[src/rtl/mtr_pkg.sv]
// ----------------------------------------------------------------------------
// mtr_pkg: shared types and constants for the ranged MT19937 generator
// Holds the generator constants, the tempering function and the request and
// response structs that pass between the sequencer, the divider and the top.
// ----------------------------------------------------------------------------
package mtr_pkg;

  // State array geometry
  localparam int unsigned N_WORDS  = 624;
  localparam int unsigned M_OFFSET = 397;
  localparam int unsigned IDX_W    = 10;

  localparam logic [IDX_W-1:0] IDX_LAST     = IDX_W'(N_WORDS - 1);
  localparam logic [IDX_W-1:0] IDX_ALL_USED = IDX_W'(N_WORDS);
  localparam logic [IDX_W-1:0] IDX_UNSEEDED = IDX_W'(N_WORDS + 1);
  localparam logic [IDX_W-1:0] IDX_M        = IDX_W'(M_OFFSET);
  localparam logic [IDX_W-1:0] IDX_N        = IDX_W'(N_WORDS);

  // Generator constants
  localparam logic [31:0] MATRIX_A   = 32'h9908_B0DF;
  localparam logic [31:0] INIT_MULT  = 32'h6C07_8965;
  localparam logic [31:0] SEED_RESET = 32'd5489;
  localparam logic [31:0] TEMPER_B   = 32'h9D2C_5680;
  localparam logic [31:0] TEMPER_C   = 32'hEFC6_0000;

  // Word request to the state sequencer and its response
  typedef struct packed {
    logic        start;
    logic [31:0] seed;
  } gen_req_t;

  typedef struct packed {
    logic        done;
    logic [31:0] word;
  } gen_rsp_t;

  // Remainder request to the serial divider and its response
  typedef struct packed {
    logic        start;
    logic [31:0] dividend;
    logic [15:0] divisor;
  } div_req_t;

  typedef struct packed {
    logic        done;
    logic [15:0] remainder;
  } div_rsp_t;

  // Standard MT19937 output tempering
  function automatic logic [31:0] temper(input logic [31:0] x);
    logic [31:0] y;
    y = x;
    y = y ^ (y >> 11);
    y = y ^ ((y << 7) & TEMPER_B);
    y = y ^ ((y << 15) & TEMPER_C);
    y = y ^ (y >> 18);
    return y;
  endfunction

endpackage

[src/rtl/mtr_mod.sv]
// ----------------------------------------------------------------------------
// mtr_mod: serial remainder unit
// Restoring division of a 32-bit word by a 16-bit limit, one dividend bit per
// cycle through a shared 17-bit compare and subtract. A zero limit gives 0.
// ----------------------------------------------------------------------------
module mtr_mod (
  input  logic               clk,
  input  logic               rst,
  input  mtr_pkg::div_req_t  req,
  output mtr_pkg::div_rsp_t  rsp
);

  logic        busy;
  logic        done;
  logic [4:0]  cnt;
  logic [31:0] quo;
  logic [15:0] rem;
  logic [15:0] dvs;
  logic [16:0] trial;
  logic [16:0] diff;

  // Shift in the next dividend bit and try the subtract
  always_comb begin
    trial = {rem, quo[31]};
    diff  = trial - {1'b0, dvs};
  end

  // Control
  always_ff @(posedge clk) begin
    if (rst) begin
      busy <= 1'b0;
      done <= 1'b0;
      cnt  <= '0;
    end else begin
      done <= 1'b0;
      if (req.start) begin
        busy <= 1'b1;
        cnt  <= '0;
      end else if (busy) begin
        cnt <= cnt + 5'd1;
        if (cnt == 5'd31) begin
          busy <= 1'b0;
          done <= 1'b1;
        end
      end
    end
  end

  // Datapath: keep the partial remainder below the divisor
  always_ff @(posedge clk) begin
    if (req.start) begin
      quo <= req.dividend;
      rem <= '0;
      dvs <= req.divisor;
    end else if (busy) begin
      quo <= {quo[30:0], 1'b0};
      if (trial >= {1'b0, dvs}) begin
        rem <= diff[15:0];
      end else begin
        rem <= trial[15:0];
      end
    end
  end

  assign rsp.done      = done;
  assign rsp.remainder = (dvs == 16'd0) ? 16'd0 : rem;

endmodule

[config.mk]
export PLATFORM = sky130hd
export DESIGN_NAME = mtr_mod
export DESIGN_NICKNAME = d
export VERILOG_FILES = /design/src/rtl/mtr_pkg.sv /design/src/rtl/mtr_mod.sv
export SDC_FILE = /design/constraint.sdc
export NUM_CORES = 1
export LEC_CHECK = 0
export BUFFER_PORTS_ARGS = -buffer_cell sky130_fd_sc_hd__buf_2
export CAP_MARGIN = 15
export CORE_MARGIN = 1.5
export CORE_UTILIZATION = 51
export DETAILED_ROUTE_END_ITERATION = 10
export GPL_ROUTABILITY_DRIVEN = 1
export PLACE_DENSITY_LB_ADDON = 0.08
export SYNTH_ARGS = -nofsm -noshare
export SYNTH_HDL_FRONTEND = slang
export SYNTH_SLANG_ARGS = --single-unit
[constraint.sdc]
create_clock -name clk -period 2.5 [get_ports clk]
set_input_delay 0 -clock clk [delete_from_list [all_inputs] [get_ports clk]]
set_output_delay 0 -clock clk [all_outputs]
set_load 0.02 [all_outputs]
==> metrics.md <==
| Metric | Value |
|---|---|
| Placement Setup Slack | `-19.5 ps` |
| Clock root cell | `sky130_fd_sc_hd__clkbuf_8` |
| Run status | `finished with violations` |
| Hold violation total from the final report | `0` |
| Standard cell core area | `around 7700 µm²` |
| CTS max path bufs | `2` |
| Source-to-sink clock delay at the later pin of the worst-skew pair | `around 350 ps` |
| Via count | `between 3000 and 4000` |
| Library cell contributing the largest single delay on the critical path | `sky130_fd_sc_hd__edfxtp_1` |
| Synthesized cell area | `4040 µm²` |
| Number of maximum-capacitance constraint violations | `0` |
| Power per Cell Area | `506 nW/µm²` |
| Area Growth Syn to Fin | `37.3%` |
| Yosys top cell area share | `a little over a third` |
| Antenna fix cells | `0` |
| Fmax | `about 400 MHz` |
| Crit path cell chain | `inv_2, ha_4, a21o_1, a211o_1, o211ai_4, a41oi_4, or2_4, a221o_2` |
| Critical path fanouts, max | `7` |
| Total congestion overflow after global routing | `0` |
| Vias in the first global route | `3457` |
| Total number of clock tree sinks | `71` |
| Final Routed Wirelength | `10900 µm` |
| Synthesized flop and latch total | `about 70` |
| Count of endpoints failing setup in the final report | `2` |
| Worst slack on hold paths | `70.9 ps` |
| DIE AREA | `8470 µm²` |
| Number of iterations in the first detailed-routing pass | `5` |
| Area contributors post-synth | `sky130_fd_sc_hd__edfxtp_1, sky130_fd_sc_hd__dfxtp_1, sky130_fd_sc_hd__mux2_2, sky130_fd_sc_hd__ha_1, sky130_fd_sc_hd__o211ai_1` |
| Category of the worst setup path launch point | `flop` |
| Maximum number of pins on one net before global-route repair | `33` |
| Most frequent standard cell in the layout excluding fill and tap cells | `sky130_fd_sc_hd__buf_2` |
| Skew final | `9.45 ps` |
| Weighted congestion reported at the end of routability-driven placement | `slightly below 1` |
| Cell leakage power | `between 2 and 2.5 nW` |
| Final Worst Setup Slack | `-21.4 ps` |
| Global-route wire length before repair | `between 15000 and 20000 µm` |
| Number of remaining DRC errors | `0` |
| Net total in the final layout | `about 600` |
| Post-Syn Nets | `between 400 and 500` |
| Transition at the pin with the smallest max-transition slack | `roughly 480 ps` |
| Site Rows | `32` |
| Setup repair after global routing missed its margin | `yes` |
| Global routing usage summed across all routing layers | `about a quarter` |
| Initial standard-cell utilization of the core | `approximately 53%` |
| Number of ports placed on the die boundary | `68` |
| Core occupancy in the finished layout | `72.2%` |
| CTS tree | `done` |
| Final Max Tran Viols | `0` |
| EDFF count, synth | `between 40 and 50` |
| Reg clk slew, reported paths | `roughly 90 ps` |
| Number of buffers and inverters on the critical path | `1` |
| Number of input and output port buffers inserted | `67` |
| Count of cell types in the netlist | `56` |
| Most common flop cell mapped by yosys | `sky130_fd_sc_hd__edfxtp_1` |
| Peak per-stage delay on the critical path | `about 410 ps` |
| Worst min-delay path class | `input pin to flop` |
| Area leader, netlist | `sky130_fd_sc_hd__edfxtp_1` |
| Routed via count divided by cell count | `~5.6` |
| Cts bufs inserted | `9` |
| Share of flip-flops with an asynchronous set or reset after synthesis | `0%` |
| Final worst path period share | `101%` |
| Failing checks | `setup timing` |
| Syn Inst Count | `372` |
| Number of antenna violations at the first check in global routing | `1` |
| VDD IR-drop max | `around 0.00042 V` |
| Fraction of the yosys area taken by sequential cells | `between 40% and 50%` |
| Mean instance size in the synthesized netlist | `10.9 µm²` |
| Setup crit end kind | `flop` |
| Worst EP arrival | `~2800 ps` |
| Synthesis Warnings | `0` |
| Number of DRC markers in iteration 0 | `between 200 and 250` |
| Slew HR | `between 60% and 70%` |
| Fraction of layout instances using a drive strength above 1 | `roughly 36%` |
| Post-route minimum period | `2520 ps` |
| Worst path top cell family by delay | `compound AO/OA/AOI/OAI gates` |
| Die Y | `~90 µm` |
| Routed len/inst | `between 15 and 20 µm` |
| Critical Path RT | `2740 ps` |
| Final HPWL from detailed placement | `between 7000 and 8000 µm` |
| Antenna Nets Post-Route | `0` |
| Most frequent cells in the layout | `sky130_fd_sc_hd__buf_2, sky130_fd_sc_hd__buf_4, sky130_fd_sc_hd__dlygate4sd3_1` |
| Critical setup path kind | `flop to flop` |
| Power after layout | `between 2 and 3 mW` |
| CTS H-Tree Depth | `3` |
| Die X-Extent | `a little over 90 µm` |
synth_stat cells (4+ instances only):
| master | instances |
|---|---|
| sky130_fd_sc_hd__nand2_1 | 24 |
| sky130_fd_sc_hd__xnor2_1 | 10 |
| sky130_fd_sc_hd__edfxtp_1 | 48 |
| sky130_fd_sc_hd__nor2_1 | 15 |
| sky130_fd_sc_hd__o21ai_0 | 12 |
| sky130_fd_sc_hd__dfxtp_1 | 23 |
| sky130_fd_sc_hd__nor3_1 | 10 |
| sky130_fd_sc_hd__inv_1 | 22 |
| sky130_fd_sc_hd__ha_1 | 18 |
| sky130_fd_sc_hd__nand3_1 | 5 |
| sky130_fd_sc_hd__nand4_1 | 4 |
| sky130_fd_sc_hd__clkbuf_1 | 17 |
| sky130_fd_sc_hd__mux2_2 | 31 |
| sky130_fd_sc_hd__or3_1 | 5 |
| sky130_fd_sc_hd__nand3b_1 | 6 |
| sky130_fd_sc_hd__xor2_1 | 4 |
| sky130_fd_sc_hd__a21o_1 | 7 |
| sky130_fd_sc_hd__nor4_1 | 8 |
| sky130_fd_sc_hd__a21oi_1 | 13 |
| sky130_fd_sc_hd__o211ai_1 | 17 |
| sky130_fd_sc_hd__and2_1 | 17 |
worst reg2reg max path: cells and delay by family, from the launching register on:
family	cells	cell delay, ps
DFF	1	410
adders and majority gates	1	200
buffers and inverters	1	90
AOI/OAI and AO/OA	5	1370
and+or+nand+nor	1	330
power breakdown:
group	leakage, nW	total (mW)	switching [mW]	internal [mW]
Sequential	0.665	1.39	0.0402	1.35
Clock	0.0903	0.888	0.506	0.383
Combinational	1.61	0.526	0.250	0.276
Total	2.37	2.81	0.796	2.01
layout make-up:
cell class	count	area, µm²
inverters	22	82.6
clock buffers	9	124
well taps	102	128
fillers	600	2140
flip-flops and latches	71	1900
multi-input cells	257	2040
repair buffers	167	1210
clock inverters	7	63.8
state kept, by name (all words and copies together), names as in the netlist:
| signal | flops |
|---|---|
| busy | 1 |
| cnt | 5 |
| done | 1 |
| dvs | 16 |
| quo | 32 |
| rem | 16 |
what timing repair did:
| item | 4_1_cts | 5_1_grt |
|---|---|---|
| pin swaps | 1 | 10 |
| endpoints found under the hold margin | 55 | 0 |
| setup buffers | 0 | 6 |
| hold buffers | 49 | 0 |
| cloned | 1 | 1 |
| gates resized for setup | 1 | 17 |
| endpoints found under the setup margin | 3 | 16 |
worst paths after layout:
check | startpoint | end | slack (ps) | cells after the start
max | dvs[4]$_DFFE_PP_ | rem[4]$_SDFFE_PP0P_ | -20 | 8
min | req[48] | cnt[2]$_SDFFE_PP0P_ | 70 | 2
max reg2reg | dvs[4]$_DFFE_PP_ | rem[4]$_SDFFE_PP0P_ | -20 | 8
min reg2reg | cnt[4]$_SDFFE_PP0P_ | cnt[4]$_SDFFE_PP0P_ | 550 | 2
stage by stage:
stage	TNS, ps	std cells	area [µm²]
finish	-40.0	635	5550
global route	-266	635	5550
CTS	-37.9	628	5420
detailed placement	-29.8	562	4730
global placement	0	562	4730
floorplan	0	372	4040
routing by layer:
layer	routed length [µm]	up-vias	GRT usage, %
met1	4880	1663	36.5
met5	13	-	0
li1	-	1713	-
met4	266	2	9.87
met3	767	27	5.22
met2	4940	144	40.7
cell families (layout without fill, tap and decap cells):
family | count (synthesis) | in the layout | share of synthesized area (%)
and+or+nand+nor | 106 | 107 | 14.0
DFF | 71 | 71 | 47.1
muxes | 34 | 34 | 9.38
buffers and inverters | 46 | 205 | 4.86
AOI/OAI and AO/OA | 82 | 83 | 15.6
adders and majority gates | 19 | 19 | 6.07
xor gates and xnor gates | 14 | 14 | 3.03
Note: power is estimated with default switching activity, not from simulation.
